$ cat src/pip_pkg.sv
// point in polygon test package: sizes, coordinate and vertex types, codes
// and the structs that pass between the cells, the edge unit and the top level
// no dependencies
package pip_pkg;

   localparam int MAX_VERTICES = 64;
   localparam int MIN_VERTICES = 3;
   localparam int IDX_W        = $clog2(MAX_VERTICES);
   localparam int CNT_W        = $clog2(MAX_VERTICES + 1);
   localparam int COORD_W      = 16;
   localparam int DIFF_W       = COORD_W + 1;
   localparam int PROD_W       = 2 * DIFF_W;
   localparam int NUM_W        = PROD_W + 1;
   localparam int REL_W        = 2;

   localparam logic KIND_VERTEX = 1'b0;
   localparam logic KIND_QUERY  = 1'b1;

   typedef logic signed [COORD_W-1:0] coord_type;
   typedef logic signed [DIFF_W-1:0]  diff_type;
   typedef logic signed [PROD_W-1:0]  prod_type;
   typedef logic signed [NUM_W-1:0]   num_type;
   typedef logic [CNT_W-1:0]          count_type;

   typedef struct packed {
      coord_type x;
      coord_type y;
   } vertex_type;

   typedef struct packed {
      coord_type left;
      coord_type right;
      coord_type bottom;
      coord_type top;
   } box_type;

   typedef enum logic [REL_W-1:0] {
      REL_OUTSIDE,
      REL_BOUNDARY,
      REL_INSIDE,
      REL_INVALID
   } relation_type;

   typedef enum logic [1:0] {
      ST_IDLE,
      ST_SCAN,
      ST_DRAIN,
      ST_FINISH
   } state_type;

   typedef struct packed {
      logic load;
      logic shift;
   } cell_ctrl_type;

   typedef struct packed {
      logic       valid;
      logic       clear;
      vertex_type a;
      vertex_type b;
   } edge_req_type;

   typedef struct packed {
      logic boundary;
      logic parity;
   } edge_sum_type;

endpackage

$ cat src/pip_edge.sv
// edge unit: three-stage pipeline that tests one polygon edge per cycle
// against the query point and accumulates boundary contact and ray parity
// uses pip_pkg
module pip_edge (
   input  logic                  clock,
   input  logic                  reset,
   input  pip_pkg::edge_req_type edge_req,
   input  pip_pkg::vertex_type   query,
   output pip_pkg::edge_sum_type sum
);

   typedef struct packed {
      logic              valid;
      logic              skip;
      logic              horiz;
      logic              hb;
      logic              low;
      pip_pkg::diff_type dx1;
      pip_pkg::diff_type den;
      pip_pkg::diff_type dy;
      pip_pkg::diff_type dxe;
   } s1_type;

   typedef struct packed {
      logic              valid;
      logic              skip;
      logic              horiz;
      logic              hb;
      logic              low;
      logic              den_neg;
      pip_pkg::prod_type p1;
      pip_pkg::prod_type p2;
   } s2_type;

   pip_pkg::coord_type x1, y1, x2, y2, px, py;
   pip_pkg::coord_type maxx, minx, maxy, miny;
   pip_pkg::num_type   num;
   logic               right_side;
   s1_type             s1_ff, s1_in;
   s2_type             s2_ff, s2_in;
   pip_pkg::edge_sum_type sum_ff, sum_in;

   // stage one: spans and differences
   always_comb begin
      x1   = edge_req.a.x;
      y1   = edge_req.a.y;
      x2   = edge_req.b.x;
      y2   = edge_req.b.y;
      px   = query.x;
      py   = query.y;
      maxx = (x1 > x2) ? x1 : x2;
      minx = (x1 < x2) ? x1 : x2;
      maxy = (y1 > y2) ? y1 : y2;
      miny = (y1 < y2) ? y1 : y2;
      s1_in.valid = edge_req.valid && !edge_req.clear;
      s1_in.skip  = (px > maxx) || (py > maxy) || (py < miny);
      s1_in.horiz = (y1 == y2);
      s1_in.hb    = (px >= minx) && (px <= maxx);
      s1_in.low   = (py == miny);
      s1_in.dx1   = pip_pkg::diff_type'(x1) - pip_pkg::diff_type'(px);
      s1_in.den   = pip_pkg::diff_type'(y1) - pip_pkg::diff_type'(y2);
      s1_in.dy    = pip_pkg::diff_type'(py) - pip_pkg::diff_type'(y1);
      s1_in.dxe   = pip_pkg::diff_type'(x1) - pip_pkg::diff_type'(x2);
   end

   // stage two: cross products
   always_comb begin
      s2_in.valid   = s1_ff.valid && !edge_req.clear;
      s2_in.skip    = s1_ff.skip;
      s2_in.horiz   = s1_ff.horiz;
      s2_in.hb      = s1_ff.hb;
      s2_in.low     = s1_ff.low;
      s2_in.den_neg = s1_ff.den[pip_pkg::DIFF_W-1];
      s2_in.p1      = s1_ff.dx1 * s1_ff.den;
      s2_in.p2      = s1_ff.dy * s1_ff.dxe;
   end

   // stage three: sign of the crossing offset and accumulation
   always_comb begin
      num        = pip_pkg::num_type'(s2_ff.p1) + pip_pkg::num_type'(s2_ff.p2);
      right_side = (num[pip_pkg::NUM_W-1] == s2_ff.den_neg);
      sum_in     = sum_ff;
      if (edge_req.clear) begin
         sum_in.boundary = 1'b0;
         sum_in.parity   = 1'b0;
      end else if (s2_ff.valid && !s2_ff.skip) begin
         if (s2_ff.horiz) begin
            sum_in.boundary = sum_ff.boundary || s2_ff.hb;
         end else if (num == pip_pkg::num_type'(0)) begin
            sum_in.boundary = 1'b1;
         end else if (right_side && !s2_ff.low) begin
            sum_in.parity = !sum_ff.parity;
         end
      end
   end

   always_ff @(posedge clock) begin
      if (reset) begin
         s1_ff.valid <= 1'b0;
         s2_ff.valid <= 1'b0;
         sum_ff      <= '0;
      end else begin
         s1_ff.valid <= s1_in.valid;
         s2_ff.valid <= s2_in.valid;
         sum_ff      <= sum_in;
      end
      s1_ff.skip    <= s1_in.skip;
      s1_ff.horiz   <= s1_in.horiz;
      s1_ff.hb      <= s1_in.hb;
      s1_ff.low     <= s1_in.low;
      s1_ff.dx1     <= s1_in.dx1;
      s1_ff.den     <= s1_in.den;
      s1_ff.dy      <= s1_in.dy;
      s1_ff.dxe     <= s1_in.dxe;
      s2_ff.skip    <= s2_in.skip;
      s2_ff.horiz   <= s2_in.horiz;
      s2_ff.hb      <= s2_in.hb;
      s2_ff.low     <= s2_in.low;
      s2_ff.den_neg <= s2_in.den_neg;
      s2_ff.p1      <= s2_in.p1;
      s2_ff.p2      <= s2_in.p2;
   end

   assign sum = sum_ff;

endmodule

$ cat config.mk
export PLATFORM = sky130hd
export DESIGN_NAME = pip_edge
export DESIGN_NICKNAME = d
export VERILOG_FILES = /design/src/pip_pkg.sv /design/src/pip_edge.sv
export SDC_FILE = /design/constraint.sdc
export NUM_CORES = 2
export LEC_CHECK = 0
export BUFFER_PORTS_ARGS = -buffer_cell sky130_fd_sc_hd__buf_2
export CORE_MARGIN = 2
export CORE_UTILIZATION = 54
export DETAILED_ROUTE_END_ITERATION = 16
export PLACE_DENSITY = 0.75
export RECOVER_POWER = 25
export SLEW_MARGIN = 20
export SYNTH_ARGS = -nofsm -noshare
export SYNTH_HDL_FRONTEND = slang
export SYNTH_SLANG_ARGS = --single-unit
$ cat constraint.sdc
create_clock -name clock -period 18.4 [get_ports clock]
set_input_delay 3.68 -clock clock [delete_from_list [all_inputs] [get_ports clock]]
set_output_delay 3.68 -clock clock [all_outputs]
set_load 0.005 [all_outputs]
### Yosys cells after proc, flatten, opt, wreduce, memory -nomap -nowiden

Cells that the tools add are included.

* bits in registers: 149
* output and inout bits: 2
* logic and storage cells: 63

* equality and inequality tests: 3
* multiply operators: 2
* bitwise gates (word level): 2
* multiplexer cells: 6
* magnitude comparators: 9
* add/sub/neg operators: 5
* reductions and logical operators: 17

Operators with widths (count)
* multiplier 17 x 17 -> 34 bit: 2
* subtractor 16 x 16 -> 17 bit: 4
* greater-than comparator 16 bit: 4
* 2-to-1 mux 16 bit: 4
* less-than comparator 16 bit: 3
* adder 34 x 34 -> 35 bit: 1
* zero test 35 bit: 1
* == test 16 bit: 2
* >= comparator 16 bit: 1
* <= comparator 16 bit: 1
* logical AND 1 bit: 5
* zero test 1 bit: 4
* AND reduction 4 bit: 1
* logical OR 1 bit: 3
* 2-to-1 mux 1 bit: 2
* NOT 1 bit: 2
* AND reduction 2 bit: 1
* nonzero test 2 bit: 1
* OR reduction 2 bit: 1
* == test 1 bit: 1

### Depth between registers and ports, before layout

* depth after elaboration: 5
* depth in mapped cells: 27
* depth with buffers taken out: 25

### Least setup slack after synthesis

Ideal clock, no wire load.

* path type: input to register
* start: input port edge_req[17] (netlist bit)
* end: register s1_ff[71] (netlist bit)
* path slack: 10.409 ns
* buffers on the path: 1
* data required time: 18.266 ns
* cell stages on the path: 25
* library setup time: 0.134 ns
* data arrival time: 7.857 ns
* path through: inv_1 -> ha_1 -> nor2b_1 -> o21ai_0 -> a21boi_0 -> o21ai_0 -> a21boi_0 -> o21ai_1 -> a21o_1 -> a31oi_1 -> o21ai_2 -> clkbuf_1 -> nor2_1 -> a21oi_1 -> ha_1 -> nor2b_1 -> o21a_1 -> o21ai_0 -> nand2b_1 -> a21oi_1 -> o21ai_0 -> a21oi_1 -> xnor2_1 -> a31oi_1 -> or4_1

RTL lines
* from (decl): line pip_edge.sv:7 `input pip_pkg::edge_req_type edge_req,`
* to (decl): line pip_edge.sv:39 `s1_type s1_ff, s1_in;`

==> results.yml <==
run_status:
  status: "finished clean"
floorplanning:
  initial_utilization: 0.549
  ios: 102
  design.core.area_um2: 57900
  die_area_um2: 60800
  die_y_um: 247
  rows: 88
  die_w_um: 247
worst_setup_path:
  cp-end-kind: "register"
  rrSetupSlack_ns: 10.55
  r2r_cells: 22
  r2r_end: "s2_ff[66]"
  cp_max_fo: 18
  cp_data_arrival_time_ns: 9.48
  r2r-start: "s1_ff[50]"
  crit_type: "primary input to register"
  required_ns: 18.74
  worstSetupStartpointType: "primary input"
hold_path:
  hp-start: "s1_ff[70]"
  hold_depth: 0
  hold_class: "register to register"
  hold_path_end: "s2_ff[71]"
synth:
  dominantRegCellSynth: "dfxtp_1"
  syn_avg_cell_area_um2: 9.03
  synthCells: 3521
  syn_area_um2: 31800
  synth_warnings: 0
  ys_top_cells_by_count: "711 x inv_1, 597 x fa_1, 339 x nand2_1, 334 x ha_1, 300 x and2_1"
  synth_cell_types: 86
  async_flop_share: 0
  syn_nets: 4552
  synth_top_cell_area_share: 0.376
  ys_top_cells_by_area: "fa_1 38%, ha_1 13%, dfxtp_1 9.4%, inv_1 8.4%, and2_1 5.9%"
  ys_seq_elements: 149
  yosys.cell_count.top_type: "inv_1"
  yosysSeqAreaShare: 0.0938
  synth_area_leader_cell: "fa_1"
  synth_edf_count: 0
final_layout:
  nets: 4581
  drive_gt1_frac: 0.0457
  nFillCells: 5162
  areaGrowthSynthToFinish_pct: 5.48
placement:
  place_hpwl_um: 66200
  gp_congestion: 0.933
  buffer_ports.inserted: 101
timing:
  tns_ns: 0
  finClkSkew_ns: 0.0159
  final_max_slew_viol_count: 0
  rsz0062_at_grt: "false"
  setup_viol: 0
  worst_slew_pin_slew_ns: 1.11
  hold_ws_ns: 0.339
  post-route-period-util: 0.497
  max_freq_mhz: 109
  hold_viol_final: 0
  max_slew_margin: 0.253
  fin_crit_ns: 9.15
clock_network:
  cts_sinks: 149
  insertion_delay_ns: 0.45
  holdBufCountCts: 0
  htreeDepth: 4
  postCtsSetupRepairBufs: 0
  clk_path_buf_depth: 2
  path_clk_slew_ns: 0.08
  clockRootBuffer: "clkbuf_16"
  tritoncts: "built"
  numCtsBuffers: 17
  cts_resized: 0
drt:
  drc: 0
  vias: 24067
  post_drt_wl_per_cell_um: 18.8
  drt_iter0_drc: 1594
  ant_nets: 0
  vias_per_cell: 5.56
  routed_wl_um: 81300
  first_pass_iters: 6
global_route:
  grt_max_degree: 19
  grt_pass1_vias: 25330
  gr-total-overflow: 0
  grt_use_total: 0.284
  antenna_found_initial: 2
  grt_pass1_wl_um: 134000
job:
  cap_violations: 0
[metrics by stage]
step           setup slack, ns  utilization  instances  instance area, µm²
4_1_cts                   9.34        0.579       4328               33500
3_5_place_dp              8.89        0.569       4296               32900
5_1_grt                   8.94        0.579       4329               33500
2_1_floorplan            10.41            -       3521               31800
6_report                  9.25        0.579       4331               33500
3_3_place_gp              8.96        0.569       4296               32900
[worst max-delay path: stages]
cell and delay, ns:
buf_2 0.15, inv_1 0.06, ha_1 0.28, nor2b_1 0.14, o21ai_1 0.08, a21boi_1 0.20, o21ai_0 0.15, a21boi_1 0.22
o21ai_1 0.12, a21oi_1 0.26, nor3b_1 0.13, o31ai_4 0.67, nand3_1 0.88, mux2i_1 0.39, ha_1 0.28, nor2b_1 0.13
o21a_1 0.16, o21a_1 0.16, o21a_1 0.16, o21a_1 0.16, o21ai_0 0.15, nand2b_1 0.07, a21oi_1 0.16, o31a_1 0.15
mux2i_1 0.08, or4_1 0.39
[sequential cells by signal (all words and copies together) (netlist names)]
| name | cells |
|---|---|
| sum | 2 |
| s1_ff | 73 |
| s2_ff | 74 |
[layout by cell type, fill, tap and decap left out, types with 13 or more instances in the layout]
cell	instances
nor2b_1	31
ha_1	334
mux2i_1	52
a21boi_0	14
a31oi_1	13
xnor2_1	97
o21a_1	32
nand3_1	32
clkbuf_16	17
nand4_1	27
buf_2	97
and2_1	289
a21oi_1	154
o21ai_0	92
inv_1	711
xor2_1	28
nor2_1	141
nand2_1	339
fa_1	597
nor3_1	16
nand2b_1	35
dfxtp_1	149
a211oi_1	15
a21o_1	53
[metal layers]
| metal | global-route usage | routed length, µm | vias to the layer above |
|---|---|---|---|
| li1 | - | - | 11082 |
| met1 | 0.383 | 34000 | 11937 |
| met2 | 0.474 | 38500 | 882 |
| met3 | 0.0362 | 5380 | 166 |
| met4 | 0.0967 | 3450 | 0 |
| met5 | 0 | 0 | - |
[final cells by class]
class / instances / area [µm²] / share of cell area
inverter: 713 / 2680 / 0.0799
tap: 765 / 957 / 0.0285
timing repair buffer: 109 / 557 / 0.0166
antenna: 3 / 7.51 / 0.000224
clock buffer: 17 / 425 / 0.0127
clock inverter: 15 / 188 / 0.00560
multi-input combinational: 2560 / 25700 / 0.768
sequential: 149 / 2980 / 0.0889
[how the worst max path moves through the flow]
stage                       from         to  cells after the start
global route         edge_req[1]  s1_ff[71]                     26
CTS                  edge_req[1]  s1_ff[71]                     26
finish               edge_req[1]  s1_ff[71]                     26
global placement     edge_req[1]  s1_ff[71]                     26
detailed placement   edge_req[1]  s1_ff[71]                     26
floorplan           edge_req[17]  s1_ff[71]                     25
[cell families (layout without fill, tap and decap cells)]
group | Yosys count | count (layout) | synth area share
flops | 149 | 149 | 0.0938
buf+inv | 812 | 854 | 0.0966
simple gates | 978 | 978 | 0.155
xor+xnor | 125 | 125 | 0.0344
mux | 59 | 59 | 0.0188
fa+ha+maj | 931 | 931 | 0.507
other cells | 0 | 3 | 0
compound gates | 467 | 467 | 0.0942
Power is left out: the tool's default activity adds up to more than one toggle a clock period on the data nets, which glitch-free logic cannot reach.
